$ cat config.mk
export PLATFORM = sky130hd
export DESIGN_NAME = mos6502_execute_unit
export DESIGN_NICKNAME = d
export VERILOG_FILES = /design/src/hdl/m6502x_pkg.sv /design/src/hdl/m6502x_alu.sv /design/src/hdl/mos6502_execute_unit.sv
export SDC_FILE = /design/constraint.sdc
export NUM_CORES = 1
export LEC_CHECK = 0
export ABC_AREA = 1
export BUFFER_PORTS_ARGS = -buffer_cell sky130_fd_sc_hd__buf_2
export CAP_MARGIN = 20
export CORE_ASPECT_RATIO = 0.8
export CORE_MARGIN = 2
export CORE_UTILIZATION = 40
export DETAILED_ROUTE_END_ITERATION = 8
export GPL_TIMING_DRIVEN = 0
export PLACE_DENSITY = 0.63
export SETUP_SLACK_MARGIN = 0.3
export SLEW_MARGIN = 40
export SYNTH_ARGS = -nofsm -noshare
export SYNTH_HDL_FRONTEND = slang
export SYNTH_SLANG_ARGS = --single-unit
$ cat constraint.sdc
create_clock -name aclk -period 9.5 [get_ports aclk]
set_clock_uncertainty 0.2 [all_clocks]
set_input_delay 0.475 -clock aclk [delete_from_list [all_inputs] [get_ports aclk]]
set_output_delay 0.475 -clock aclk [all_outputs]
set_load 0.02 [all_outputs]
$ cat src/hdl/m6502x_pkg.sv
`timescale 1ns / 1ps
// ----------------------------------------------------------------------------
// m6502x_pkg
// Shared types, operation codes and flag helpers for the 6502 execute unit.
// ----------------------------------------------------------------------------
package m6502x_pkg;

    // Operation numbers, densely packed in decode order.
    typedef enum logic [5:0] {
        CMD_LDA   = 6'd0,  CMD_LDX   = 6'd1,  CMD_LDY   = 6'd2,  CMD_STA   = 6'd3,
        CMD_STX   = 6'd4,  CMD_STY   = 6'd5,  CMD_TAX   = 6'd6,  CMD_TAY   = 6'd7,
        CMD_TSX   = 6'd8,  CMD_TXA   = 6'd9,  CMD_TXS   = 6'd10, CMD_TYA   = 6'd11,
        CMD_ADC   = 6'd12, CMD_SBC   = 6'd13, CMD_DEC   = 6'd14, CMD_DEX   = 6'd15,
        CMD_DEY   = 6'd16, CMD_INC   = 6'd17, CMD_INX   = 6'd18, CMD_INY   = 6'd19,
        CMD_AND   = 6'd20, CMD_ASL_A = 6'd21, CMD_ASL_M = 6'd22, CMD_LSR_A = 6'd23,
        CMD_LSR_M = 6'd24, CMD_ROL_A = 6'd25, CMD_ROL_M = 6'd26, CMD_ROR_A = 6'd27,
        CMD_ROR_M = 6'd28, CMD_BIT   = 6'd29, CMD_EOR   = 6'd30, CMD_ORA   = 6'd31,
        CMD_BCS   = 6'd32, CMD_BCC   = 6'd33, CMD_BEQ   = 6'd34, CMD_BNE   = 6'd35,
        CMD_BMI   = 6'd36, CMD_BPL   = 6'd37, CMD_BVS   = 6'd38, CMD_BVC   = 6'd39,
        CMD_JMP   = 6'd40, CMD_JSR   = 6'd41, CMD_RTI   = 6'd42, CMD_RTS   = 6'd43,
        CMD_CLC   = 6'd44, CMD_SEC   = 6'd45, CMD_CLD   = 6'd46, CMD_SED   = 6'd47,
        CMD_CLI   = 6'd48, CMD_SEI   = 6'd49, CMD_CLV   = 6'd50, CMD_CMP   = 6'd51,
        CMD_CPX   = 6'd52, CMD_CPY   = 6'd53, CMD_PHA   = 6'd54, CMD_PHP   = 6'd55,
        CMD_PLA   = 6'd56, CMD_PLP   = 6'd57, CMD_BRK   = 6'd58
    } cmd_t;

    // Status register bit positions (N V 1 B D I Z C).
    localparam int FLAG_C = 0;
    localparam int FLAG_Z = 1;
    localparam int FLAG_I = 2;
    localparam int FLAG_D = 3;
    localparam int FLAG_B = 4;
    localparam int FLAG_U = 5;
    localparam int FLAG_V = 6;
    localparam int FLAG_N = 7;

    localparam logic [7:0] STACK_PAGE = 8'h01;

    typedef struct packed {
        logic [7:0]  acc;
        logic [7:0]  x;
        logic [7:0]  y;
        logic [7:0]  sp;
        logic [7:0]  p;
        logic [15:0] pc;
    } regs_t;

    localparam regs_t REGS_RESET = '{
        acc: 8'h00, x: 8'h00, y: 8'h00, sp: 8'hFD, p: 8'h24, pc: 16'h0000
    };

    typedef struct packed {
        logic [15:0] addr;
        logic [7:0]  data;
    } wr_t;

    // Everything one operation produces: new registers and up to three writes.
    typedef struct packed {
        regs_t          regs;
        logic [1:0]     wr_count;
        wr_t [3:0]      wr;
    } exec_t;

    function automatic logic [7:0] set_nz(input logic [7:0] p, input logic [7:0] v);
        logic [7:0] q;
        q         = p;
        q[FLAG_Z] = (v == 8'h00);
        q[FLAG_N] = v[7];
        return q;
    endfunction

    function automatic logic [7:0] set_c(input logic [7:0] p, input logic c);
        logic [7:0] q;
        q         = p;
        q[FLAG_C] = c;
        return q;
    endfunction

endpackage

$ cat src/hdl/m6502x_alu.sv
`timescale 1ns / 1ps
// ----------------------------------------------------------------------------
// m6502x_alu
// Single-pass datapath: from the current registers and one decoded operation
// it forms the next register set and the list of memory writes.
// ----------------------------------------------------------------------------
module m6502x_alu (
    input  logic [5:0]          cmd,
    input  logic [7:0]          operand,
    input  logic [15:0]         location,
    input  logic [15:0]         next_pc,
    input  m6502x_pkg::regs_t   regs,
    output m6502x_pkg::exec_t   result
);
    import m6502x_pkg::*;

    localparam logic [1:0] SHIFT_ASL = 2'd0;
    localparam logic [1:0] SHIFT_LSR = 2'd1;
    localparam logic [1:0] SHIFT_ROL = 2'd2;
    localparam logic [1:0] SHIFT_ROR = 2'd3;

    // Returns {carry out, shifted byte}.
    function automatic logic [8:0] shift_fn(input logic [1:0] kind, input logic [7:0] v,
                                            input logic cin);
        logic [8:0] r;
        case (kind)
            SHIFT_ASL: r = {v[7], v[6:0], 1'b0};
            SHIFT_LSR: r = {v[0], 1'b0, v[7:1]};
            SHIFT_ROL: r = {v[7], v[6:0], cin};
            SHIFT_ROR: r = {v[0], cin, v[7:1]};
            default:   r = 9'h000;
        endcase
        return r;
    endfunction

    regs_t       nr;
    logic [1:0]  cnt;
    wr_t [3:0]   wr;
    logic [8:0]  sum;
    logic [8:0]  diff;
    logic [8:0]  sh;
    logic [7:0]  addend;
    logic [7:0]  val;
    logic [7:0]  cmp_left;
    logic [15:0] ret;
    logic [7:0]  sp1;
    logic [7:0]  sp2;
    logic        cin;

    always_comb begin
        nr       = regs;
        nr.pc    = next_pc;
        cnt      = 2'd0;
        wr       = '0;
        cin      = regs.p[FLAG_C];
        addend   = (cmd_t'(cmd) == CMD_SBC) ? ~operand : operand;
        sum      = {1'b0, regs.acc} + {1'b0, addend} + {8'h00, cin};
        case (cmd_t'(cmd))
            CMD_CPX: cmp_left = regs.x;
            CMD_CPY: cmp_left = regs.y;
            default: cmp_left = regs.acc;
        endcase
        diff     = {1'b0, cmp_left} - {1'b0, operand};
        sh       = 9'h000;
        val      = 8'h00;
        ret      = next_pc - 16'd1;
        sp1      = regs.sp - 8'd1;
        sp2      = regs.sp - 8'd2;

        case (cmd_t'(cmd))
            CMD_LDA: begin nr.acc = operand; nr.p = set_nz(regs.p, operand); end
            CMD_LDX: begin nr.x = operand;   nr.p = set_nz(regs.p, operand); end
            CMD_LDY: begin nr.y = operand;   nr.p = set_nz(regs.p, operand); end
            CMD_STA: begin cnt = 2'd1; wr[0] = '{addr: location, data: regs.acc}; end
            CMD_STX: begin cnt = 2'd1; wr[0] = '{addr: location, data: regs.x}; end
            CMD_STY: begin cnt = 2'd1; wr[0] = '{addr: location, data: regs.y}; end
            CMD_TAX: begin nr.x = regs.acc; nr.p = set_nz(regs.p, regs.acc); end
            CMD_TAY: begin nr.y = regs.acc; nr.p = set_nz(regs.p, regs.acc); end
            CMD_TSX: begin nr.x = regs.sp;  nr.p = set_nz(regs.p, regs.sp); end
            CMD_TXA: begin nr.acc = regs.x; nr.p = set_nz(regs.p, regs.x); end
            CMD_TXS: nr.sp = regs.x;
            CMD_TYA: begin nr.acc = regs.y; nr.p = set_nz(regs.p, regs.y); end
            CMD_ADC, CMD_SBC: begin
                nr.acc       = sum[7:0];
                nr.p         = set_nz(set_c(regs.p, sum[8]), sum[7:0]);
                nr.p[FLAG_V] = (regs.acc[7] ^ sum[7]) & (addend[7] ^ sum[7]);
            end
            CMD_DEC: begin
                val   = operand - 8'd1;
                nr.p  = set_nz(regs.p, val);
                cnt   = 2'd1;
                wr[0] = '{addr: location, data: val};
            end
            CMD_INC: begin
                val   = operand + 8'd1;
                nr.p  = set_nz(regs.p, val);
                cnt   = 2'd1;
                wr[0] = '{addr: location, data: val};
            end
            CMD_DEX: begin nr.x = regs.x - 8'd1; nr.p = set_nz(regs.p, nr.x); end
            CMD_DEY: begin nr.y = regs.y - 8'd1; nr.p = set_nz(regs.p, nr.y); end
            CMD_INX: begin nr.x = regs.x + 8'd1; nr.p = set_nz(regs.p, nr.x); end
            CMD_INY: begin nr.y = regs.y + 8'd1; nr.p = set_nz(regs.p, nr.y); end
            CMD_AND: begin nr.acc = regs.acc & operand; nr.p = set_nz(regs.p, nr.acc); end
            CMD_EOR: begin nr.acc = regs.acc ^ operand; nr.p = set_nz(regs.p, nr.acc); end
            CMD_ORA: begin nr.acc = regs.acc | operand; nr.p = set_nz(regs.p, nr.acc); end
            CMD_ASL_A, CMD_LSR_A, CMD_ROL_A, CMD_ROR_A: begin
                // The low command bits after the accumulator form pick the shift kind.
                sh     = shift_fn(2'((cmd - 6'd21) >> 1), regs.acc, cin);
                nr.acc = sh[7:0];
                nr.p   = set_nz(set_c(regs.p, sh[8]), sh[7:0]);
            end
            CMD_ASL_M, CMD_LSR_M, CMD_ROL_M, CMD_ROR_M: begin
                sh    = shift_fn(2'((cmd - 6'd22) >> 1), operand, cin);
                nr.p  = set_nz(set_c(regs.p, sh[8]), sh[7:0]);
                cnt   = 2'd1;
                wr[0] = '{addr: location, data: sh[7:0]};
            end
            CMD_BIT: begin
                nr.p[FLAG_Z] = ((regs.acc & operand) == 8'h00);
                nr.p[FLAG_V] = operand[6];
                nr.p[FLAG_N] = operand[7];
            end
            CMD_BCS: if (regs.p[FLAG_C])  nr.pc = location;
            CMD_BCC: if (!regs.p[FLAG_C]) nr.pc = location;
            CMD_BEQ: if (regs.p[FLAG_Z])  nr.pc = location;
            CMD_BNE: if (!regs.p[FLAG_Z]) nr.pc = location;
            CMD_BMI: if (regs.p[FLAG_N])  nr.pc = location;
            CMD_BPL: if (!regs.p[FLAG_N]) nr.pc = location;
            CMD_BVS: if (regs.p[FLAG_V])  nr.pc = location;
            CMD_BVC: if (!regs.p[FLAG_V]) nr.pc = location;
            CMD_JMP: nr.pc = location;
            CMD_JSR: begin
                cnt   = 2'd2;
                wr[0] = '{addr: {STACK_PAGE, regs.sp}, data: ret[15:8]};
                wr[1] = '{addr: {STACK_PAGE, sp1}, data: ret[7:0]};
                nr.sp = sp2;
                nr.pc = location;
            end
            CMD_RTI: begin
                nr.p         = operand;
                nr.p[FLAG_B] = 1'b0;
                nr.p[FLAG_U] = 1'b1;
                nr.sp        = regs.sp + 8'd3;
                nr.pc        = location;
            end
            CMD_RTS: begin
                nr.sp = regs.sp + 8'd2;
                nr.pc = location + 16'd1;
            end
            CMD_CLC: nr.p[FLAG_C] = 1'b0;
            CMD_SEC: nr.p[FLAG_C] = 1'b1;
            CMD_CLD: nr.p[FLAG_D] = 1'b0;
            CMD_SED: nr.p[FLAG_D] = 1'b1;
            CMD_CLI: nr.p[FLAG_I] = 1'b0;
            CMD_SEI: nr.p[FLAG_I] = 1'b1;
            CMD_CLV: nr.p[FLAG_V] = 1'b0;
            CMD_CMP, CMD_CPX, CMD_CPY: nr.p = set_nz(set_c(regs.p, !diff[8]), diff[7:0]);
            CMD_PHA: begin
                cnt   = 2'd1;
                wr[0] = '{addr: {STACK_PAGE, regs.sp}, data: regs.acc};
                nr.sp = sp1;
            end
            CMD_PHP: begin
                cnt   = 2'd1;
                wr[0] = '{addr: {STACK_PAGE, regs.sp}, data: regs.p | 8'h30};
                nr.sp = sp1;
            end
            CMD_PLA: begin
                nr.sp  = regs.sp + 8'd1;
                nr.acc = operand;
                nr.p   = set_nz(regs.p, operand);
            end
            CMD_PLP: begin
                nr.sp        = regs.sp + 8'd1;
                nr.p         = operand;
                nr.p[FLAG_B] = 1'b0;
                nr.p[FLAG_U] = 1'b1;
            end
            CMD_BRK: begin
                cnt          = 2'd3;
                wr[0]        = '{addr: {STACK_PAGE, regs.sp}, data: next_pc[15:8]};
                wr[1]        = '{addr: {STACK_PAGE, sp1}, data: next_pc[7:0]};
                wr[2]        = '{addr: {STACK_PAGE, sp2}, data: regs.p | 8'h30};
                nr.sp        = regs.sp - 8'd3;
                nr.p[FLAG_I] = 1'b1;
                nr.pc        = location;
            end
            default: ;
        endcase

        result.regs     = nr;
        result.wr_count = cnt;
        result.wr       = wr;
    end

endmodule

$ cat src/hdl/mos6502_execute_unit.sv
`timescale 1ns / 1ps
// ----------------------------------------------------------------------------
// mos6502_execute_unit
// Execute stage of a 6502 without decimal mode: register file, ALU and the
// output sequencer that emits memory writes followed by a register word.
// ----------------------------------------------------------------------------
// An operation word is captured in an input register and evaluated in one
// combinational pass against the register file. The output register then
// sends one word per cycle unless m_tready holds it: first each memory write
// (stores, read-modify-write results, stack pushes at 0x0100 + SP), then a
// final word with tlast high that carries all registers. The register file is
// updated when that final word is loaded, and the next operation moves up in
// the same cycle. So an operation emits one word more than it has writes: one
// for most, two for stores, read-modify-write ops, pha and php, three for jsr
// and four for brk, all through the single output register.
// ----------------------------------------------------------------------------
module mos6502_execute_unit (
    input  logic        aclk,
    input  logic        aresetn,
    input  logic        s_tvalid,
    output logic        s_tready,
    input  logic [39:0] s_tdata,   // operand[7:0], location[23:8], next_pc[39:24]
    input  logic [5:0]  s_tuser,   // cmd[5:0]
    output logic        m_tvalid,
    input  logic        m_tready,
    output logic [79:0] m_tdata,   // write_address[15:0], write_data[23:16], acc_out[31:24],
                                   // x_out[39:32], y_out[47:40], sp_out[55:48],
                                   // flags_out[63:56], pc_out[79:64]
    output logic        m_tuser,   // is_write[0]
    output logic        m_tlast
);
    import m6502x_pkg::*;

    regs_t       regs_reg;
    logic        exec_valid_reg;
    logic [5:0]  exec_cmd_reg;
    logic [39:0] exec_data_reg;
    logic [1:0]  idx_reg;
    logic        m_tvalid_reg;
    logic [79:0] m_tdata_reg;
    logic        m_tuser_reg;
    logic        m_tlast_reg;

    exec_t       result;
    wr_t         cur_wr;
    logic        out_free;
    logic        emit;
    logic        is_final;
    logic        commit;

    m6502x_alu u_alu (
        .cmd      (exec_cmd_reg),
        .operand  (exec_data_reg[7:0]),
        .location (exec_data_reg[23:8]),
        .next_pc  (exec_data_reg[39:24]),
        .regs     (regs_reg),
        .result   (result)
    );

    assign out_free = !m_tvalid_reg || m_tready;
    assign emit     = exec_valid_reg && out_free;
    assign is_final = (idx_reg == result.wr_count);
    assign commit   = emit && is_final;
    assign cur_wr   = result.wr[idx_reg];
    assign s_tready = !exec_valid_reg || commit;

    always_ff @(posedge aclk) begin
        if (!aresetn) begin
            exec_valid_reg <= 1'b0;
        end else if (s_tready) begin
            exec_valid_reg <= s_tvalid;
        end
        if (s_tready && s_tvalid) begin
            exec_cmd_reg  <= s_tuser;
            exec_data_reg <= s_tdata;
        end
    end

    always_ff @(posedge aclk) begin
        if (!aresetn) begin
            regs_reg <= REGS_RESET;
            idx_reg  <= 2'd0;
        end else if (emit) begin
            if (is_final) begin
                regs_reg <= result.regs;
                idx_reg  <= 2'd0;
            end else begin
                idx_reg <= idx_reg + 2'd1;
            end
        end
    end

    always_ff @(posedge aclk) begin
        if (!aresetn) begin
            m_tvalid_reg <= 1'b0;
        end else if (emit) begin
            m_tvalid_reg <= 1'b1;
        end else if (m_tready) begin
            m_tvalid_reg <= 1'b0;
        end
        if (emit) begin
            if (is_final) begin
                m_tdata_reg <= {result.regs.pc, result.regs.p, result.regs.sp,
                                result.regs.y, result.regs.x, result.regs.acc, 24'h000000};
                m_tuser_reg <= 1'b0;
                m_tlast_reg <= 1'b1;
            end else begin
                m_tdata_reg <= {56'h0, cur_wr.data, cur_wr.addr};
                m_tuser_reg <= 1'b1;
                m_tlast_reg <= 1'b0;
            end
        end
    end

    assign m_tvalid = m_tvalid_reg;
    assign m_tdata  = m_tdata_reg;
    assign m_tuser  = m_tuser_reg;
    assign m_tlast  = m_tlast_reg;

    // The write index never runs past the write count of the held operation.
    a_idx_bound: assert property (@(posedge aclk) disable iff (!aresetn)
        exec_valid_reg |-> (idx_reg <= result.wr_count))
        else $error("write index beyond write count");

    // Sending the final word restarts the write index.
    a_idx_restart: assert property (@(posedge aclk) disable iff (!aresetn)
        commit |=> (idx_reg == 2'd0))
        else $error("write index not cleared after final word");

    // The register file changes only when an operation's final word is sent.
    a_regs_hold: assert property (@(posedge aclk) disable iff (!aresetn)
        ($past(aresetn) && !$past(commit)) |-> $stable(regs_reg))
        else $error("registers changed without a completed operation");

    // Stack pushes always land in page one.
    a_push_page: assert property (@(posedge aclk) disable iff (!aresetn)
        (emit && !is_final && (cmd_t'(exec_cmd_reg) == CMD_JSR ||
         cmd_t'(exec_cmd_reg) == CMD_PHA || cmd_t'(exec_cmd_reg) == CMD_PHP ||
         cmd_t'(exec_cmd_reg) == CMD_BRK)) |-> (cur_wr.addr[15:8] == STACK_PAGE))
        else $error("stack push outside the stack page");

endmodule
# Word level (Yosys, flattened, before mapping)
# Index checks and enable logic that the tools add are counted.
# word_totals
ff_bits	172
out_inout_bits	84
elab_cells	191
# classes
addsub	20
n_eq_ne	65
reduce_logical	47
mux	37
magnitude_cmp	1
bitwise_logic	7
# op_table
cell	n
case mux 24 bit (10 select lines)	1
equality test 6 bit (second input constant)	27
case mux 16 bit (10 select lines)	1
logical NOT 8 bit	18
two-way mux 16 bit	8
equality test 6 x 5 -> 1 bit (second input constant)	16
case mux 9 bit (4 select lines)	2
case mux 8 bit (8 select lines)	1
case mux 8 bit (7 select lines)	1
binary-select mux 24 bit (select 2 bit)	1
equality test 6 x 4 -> 1 bit (second input constant)	8
case mux 8 bit (5 select lines)	1
case mux 17 bit (2 select lines)	1
adder 8 x 1 -> 8 bit (second input constant)	4
case mux 8 bit (4 select lines)	1
subtractor 8 x 1 -> 8 bit (second input constant)	4
equality test 6 x 3 -> 1 bit (second input constant)	4
two-way mux 24 bit	1
case mux 1 bit (19 select lines)	1
two-way mux 9 bit	2
case mux 1 bit (18 select lines)	1
two-way mux 17 bit	1
adder 16 x 1 -> 16 bit (second input constant)	1
adder 8 x 2 -> 8 bit (second input constant)	2
other kinds (38)	69

# Depth between registers and ports, before layout
# logic_depth
ltp_word	7
mapped_depth	23

# By module
# A second synthesis with hierarchy kept.
# hier_totals
cells_unflattened	2316
hier_area_um2	16065.4
# modules_own_cells
module	area_each_um2	cells_per_inst	instances
m6502x_alu	8247.9	1593	1
mos6502_execute_unit	7817.5	723	1

# Worst setup path after synthesis
# OpenSTA, ideal clock, no wires.
# synth_path
path_type	input -> register
start	input m_tready
end	register exec_cmd_reg[0], enable pin
path_buffers	1
setup_time_ps	465
t_required_ps	8835
t_arrival_ps	5095
path_slack_ps	3740
stages	7
path_cell_list	inv_1 -> nand2_1 -> nand2_1 -> inv_1 -> nand2_2 -> buf_2 -> a21oi_1
# synth_via
elab_chain_cells	5
# synth_rtl
element	line	source
from (decl)	mos6502_execute_unit.sv:25	input logic m_tready,
logical OR 1 bit	mos6502_execute_unit.sv:60	assign out_free = !m_tvalid_reg || m_tready;
logical AND 1 bit	mos6502_execute_unit.sv:61	assign emit = exec_valid_reg && out_free;
named net emit	mos6502_execute_unit.sv:47	logic emit;
logical AND 1 bit	mos6502_execute_unit.sv:63	assign commit = emit && is_final;
logical OR 1 bit	mos6502_execute_unit.sv:65	assign s_tready = !exec_valid_reg || commit;
logical AND 1 bit	mos6502_execute_unit.sv:73	if (s_tready && s_tvalid) begin
to (signal assigned)	mos6502_execute_unit.sv:74	exec_cmd_reg <= s_tuser;
to (decl)	mos6502_execute_unit.sv:36	logic [5:0] exec_cmd_reg;
# The timed path passes the listed nets, and every way through them passes these cells.
# A chain may end at the register's enable or synchronous reset.

# Worst setup path in the final report
# layout_path
start	register exec_cmd_reg[1]
end	register regs_reg[16] (netlist name)
# layout_via
elab_chain_cells	5
elab_cells_between_ends	56
# layout_rtl
element	line	source
equality test 6 x 4 -> 1 bit (tied with other cells)	m6502x_alu.sv:56, m6502x_alu.sv:70	
two-way mux 8 bit (tied with other cells)	m6502x_alu.sv:56	addend = (cmd_t'(cmd) == CMD_SBC) ? ~operand : operand;
adder 8 x 8 -> 9 bit (tied with other cells)	m6502x_alu.sv:57	sum = {1'b0, regs.acc} + {1'b0, addend} + {8'h00, cin};
adder 9 x 1 -> 9 bit (tied with other cells)	m6502x_alu.sv:57	
case mux 1 bit (7 select lines) or AND reduction 2 bit (tied branches)	--	
to (signal assigned)	mos6502_execute_unit.sv:85	regs_reg <= result.regs;
to (decl)	mos6502_execute_unit.sv:34	regs_t regs_reg;
# Several ways; a longest one is shown, not always the timed one. The select of a mux whose other input is x is not followed.

==> results.ini <==
[run_status]
status=completed

[synth]
synth_xor_area_share_pct=2.18
synth_compound_area_share_pct=18.7
yosysTopAreaCell=edfxtp_1
ys.flop_type=edfxtp_1
synth_cell_types=61
synth_area_leaders=edfxtp_1 (25%), nand2_1 (13%), nor2_1 (8.2%), dfxtp_1 (5.8%), inv_1 (5.3%)
ys_seq_area_share_pct=31.1
synth_top_family_by_area=simple AND/OR/NAND/NOR gates
synth.area.mux_share_pct=0
netlist.area_leader.share_pct=25.3
synthArstFlopShare_pct=0
synthAdderAreaFrac_pct=5.63
synthCells=2245
yosysWarnings=0
ys_ff_latch=172
synth_edf_count=128
synth.cell_area_sq_mm=0.0152
synthSimpleGateAreaFrac_pct=33.5
syn_nets=2361
syn_avg_cell_area_sq_um=6.77

[worst_setup_path]
start_kind=register
path_class=register to register
cp-end-kind=register
cp.required_ns=9.59
crit_arrival_ns=5.15
worst-path-max-fanout=9

[placement]
gp_congestion=1.05
hpwlAfterDp_um=57700
port_buffers=133
place_ws_ns=4.67

[clock_tree]
cts_buffer_depth=2
cts-root-buf=clkbuf_16
h-tree-depth=4
clk_latency_ns=0.48
cts_tree=built
path_clk_slew_ns=0.08
cts_resized=0
cts_buffers=17
cts_sinks=172

[floorplan]
pin_count=134
initial_core_util_pct=40.8
dieArea_sq_mm=0.0396
die_h_um=178
fp.coreArea_sq_mm=0.0373
die_x_um=222
num_rows=63

[power_and_ir_drop]
p_leak_nw=7.69
clkPwrFrac_pct=31.0
swShare_pct=38.8
cellPowerDensity_mw_per_mm2=135
seq_power_share_pct=38.9
p_switching_mw=0.925
combPwrFrac_pct=30.0
irDropWorstVdd_mv=0.153
internal_power_mw=1.46

[routing]
ant_nets=0
vias=18100
drt_wl_total_um=74600
firstDrtPassIters=6
routedWlPerCell_um=25.3
drt_first_iter_violations=3058
drcViolationCount=0
vias_per_cell=6.13

[timing]
worst_slack_ns=4.44
hold_viol_final=0
worst_slew_margin_rel_pct=34.6
period_minus_slack_ns=5.06
min_period_over_period_pct=53.3
drv_slew=0
worstMarginPinSlew_ns=0.982
tns_ns=0
rsz0062_at_grt=no
setup_viol=0
fmax_mhz=198

[min_path]
hold_path_class=primary input to register

[grt]
grt_usage_pct=37.1
grt_max_degree=55
grt_pass1_wl_um=107000
antenna_found_initial=0
grt_pass1_vias=15900
grt_overflow_total=0

[finish]
fin_nets=2564
syn_to_final_growth_pct=16.1
final_cell_mix=nand2_1 (532), nor2_1 (331), inv_1 (213), nand3_1 (156), buf_2 (152)
final_common_cell=nand2_1
drive_gt1_share_pct=10.2
largest_reg_flops=80

[run]
cap_violations=0

==> metrics by stage <==
| stage | std cells | utilization, % | power, mW | instance area, sq um | hold WS (ns) |
|---|---|---|---|---|---|
| floorplan | 2245 | - | 1.35 | 15200 | 0.199 |
| global placement | 2865 | 44.2 | 1.61 | 16500 | 0.207 |
| detailed placement | 2870 | 44.5 | 1.62 | 16600 | 0.212 |
| CTS | 2947 | 47.3 | 2.37 | 17600 | 0.0630 |
| global route | 2947 | 47.3 | 2.47 | 17600 | 0.0836 |
| finish | 2948 | 47.3 | 2.39 | 17600 | 0.0803 |
==> worst max-delay path: stages, from the launching register on <==
cell and delay, ns:
edfxtp_1 0.52, inv_1 0.26, ha_1 0.20, buf_2 0.25
inv_1 0.17, nor3_4 0.65, xor2_1 0.23, fa_1 0.25
inv_1 0.10, fa_1 0.45, nand3_1 0.12, nand2_1 0.08
nor3b_1 0.15, o21ai_0 0.35, nand3_1 0.21, nor2_1 0.31
nand2_1 0.08, nand2_1 0.07, o21ai_0 0.20
==> what timing repair did <==
| item | CTS | global route |
|---|---|---|
| setup endpoints to repair | 0 | 0 |
| hold buffers | 46 | 0 |
| setup buffers | 0 | 0 |
| endpoints found under the hold margin | 46 | 0 |
==> cell type report <==
type,instances,area (sq um)
Clock inverter,12,133
Clock buffer,19,454
Sequential cell,172,4720
Antenna cell,1,2.50
Multi-Input combinational cell,1732,9130
Fill cell,3856,19600
Inverter,238,903
Tap cell,487,609
Timing Repair Buffer,184,1220
Buffer,103,472
==> Yosys cell counts (3+ instances only) <==
| cell | number |
|---|---|
| o211ai_1 | 32 |
| fa_1 | 4 |
| clkinv_1 | 14 |
| nand2_2 | 7 |
| nand3_1 | 156 |
| inv_1 | 214 |
| nor4_1 | 11 |
| or2_2 | 6 |
| a21oi_1 | 114 |
| buf_6 | 6 |
| buf_4 | 4 |
| dfxtp_1 | 44 |
| buf_2 | 19 |
| o22ai_1 | 46 |
| clkbuf_1 | 72 |
| o21ai_1 | 17 |
| nand2_4 | 3 |
| nor3_1 | 48 |
| o21ai_0 | 101 |
| a32o_1 | 18 |
| o221ai_1 | 18 |
| a31oi_1 | 5 |
| xnor2_1 | 6 |
| nand4_1 | 46 |
| o31ai_1 | 11 |
| nand3b_1 | 7 |
| nor2_4 | 5 |
| nor2_2 | 6 |
| nand2_1 | 532 |
| nor2_1 | 331 |
| xor2_1 | 30 |
| o2111ai_1 | 10 |
| ha_1 | 62 |
| a22oi_1 | 24 |
| a211oi_1 | 34 |
| a221oi_1 | 3 |
| inv_2 | 8 |
| and2_1 | 4 |
| edfxtp_1 | 128 |
| nand3_2 | 7 |
| a32oi_1 | 9 |
==> cells by family (layout without fill, tap and decap cells) <==
| family | count (synthesis) | count (layout) |
|---|---|---|
| AND/OR/NAND/NOR | 1179 | 1179 |
| AO/OA/AOI/OAI | 450 | 450 |
| buffers and inverters | 341 | 556 |
| flip-flops | 172 | 172 |
| adder cells (fa/ha/maj) | 66 | 66 |
| XOR/XNOR | 37 | 37 |
| other | 0 | 1 |
==> metal layers <==
metal | vias up | part of all wire (%) | GRT usage (%) | routed length (um)
met5 | - | 0 | 0 | 0
met4 | 0 | 2.5 | 10.5 | 1870
met3 | 127 | 14 | 11.6 | 10400
met2 | 1266 | 38 | 49.6 | 28600
met1 | 8550 | 45 | 55.9 | 33800
li1 | 8114 | - | - | -
==> power groups by stage <==
stage,Sequential (mW),Clock (mW),Combinational [mW]
floorplan,0.962,0,0.390
global placement,0.947,0,0.661
detailed placement,0.943,0,0.674
CTS,0.926,0.748,0.691
global route,0.932,0.776,0.766
finish,0.929,0.740,0.717
==> worst paths after layout <==
check,from,end,cells after the start,slack [ns]
min,m_tready,m_tvalid,4,0.08
max reg2reg,exec_cmd_reg[1],regs_reg[16],18,4.44
min reg2reg,regs_reg[21],regs_reg[21],2,0.23
max,exec_cmd_reg[1],regs_reg[16],18,4.44
No activity file was read; power rests on OpenSTA's default activity.
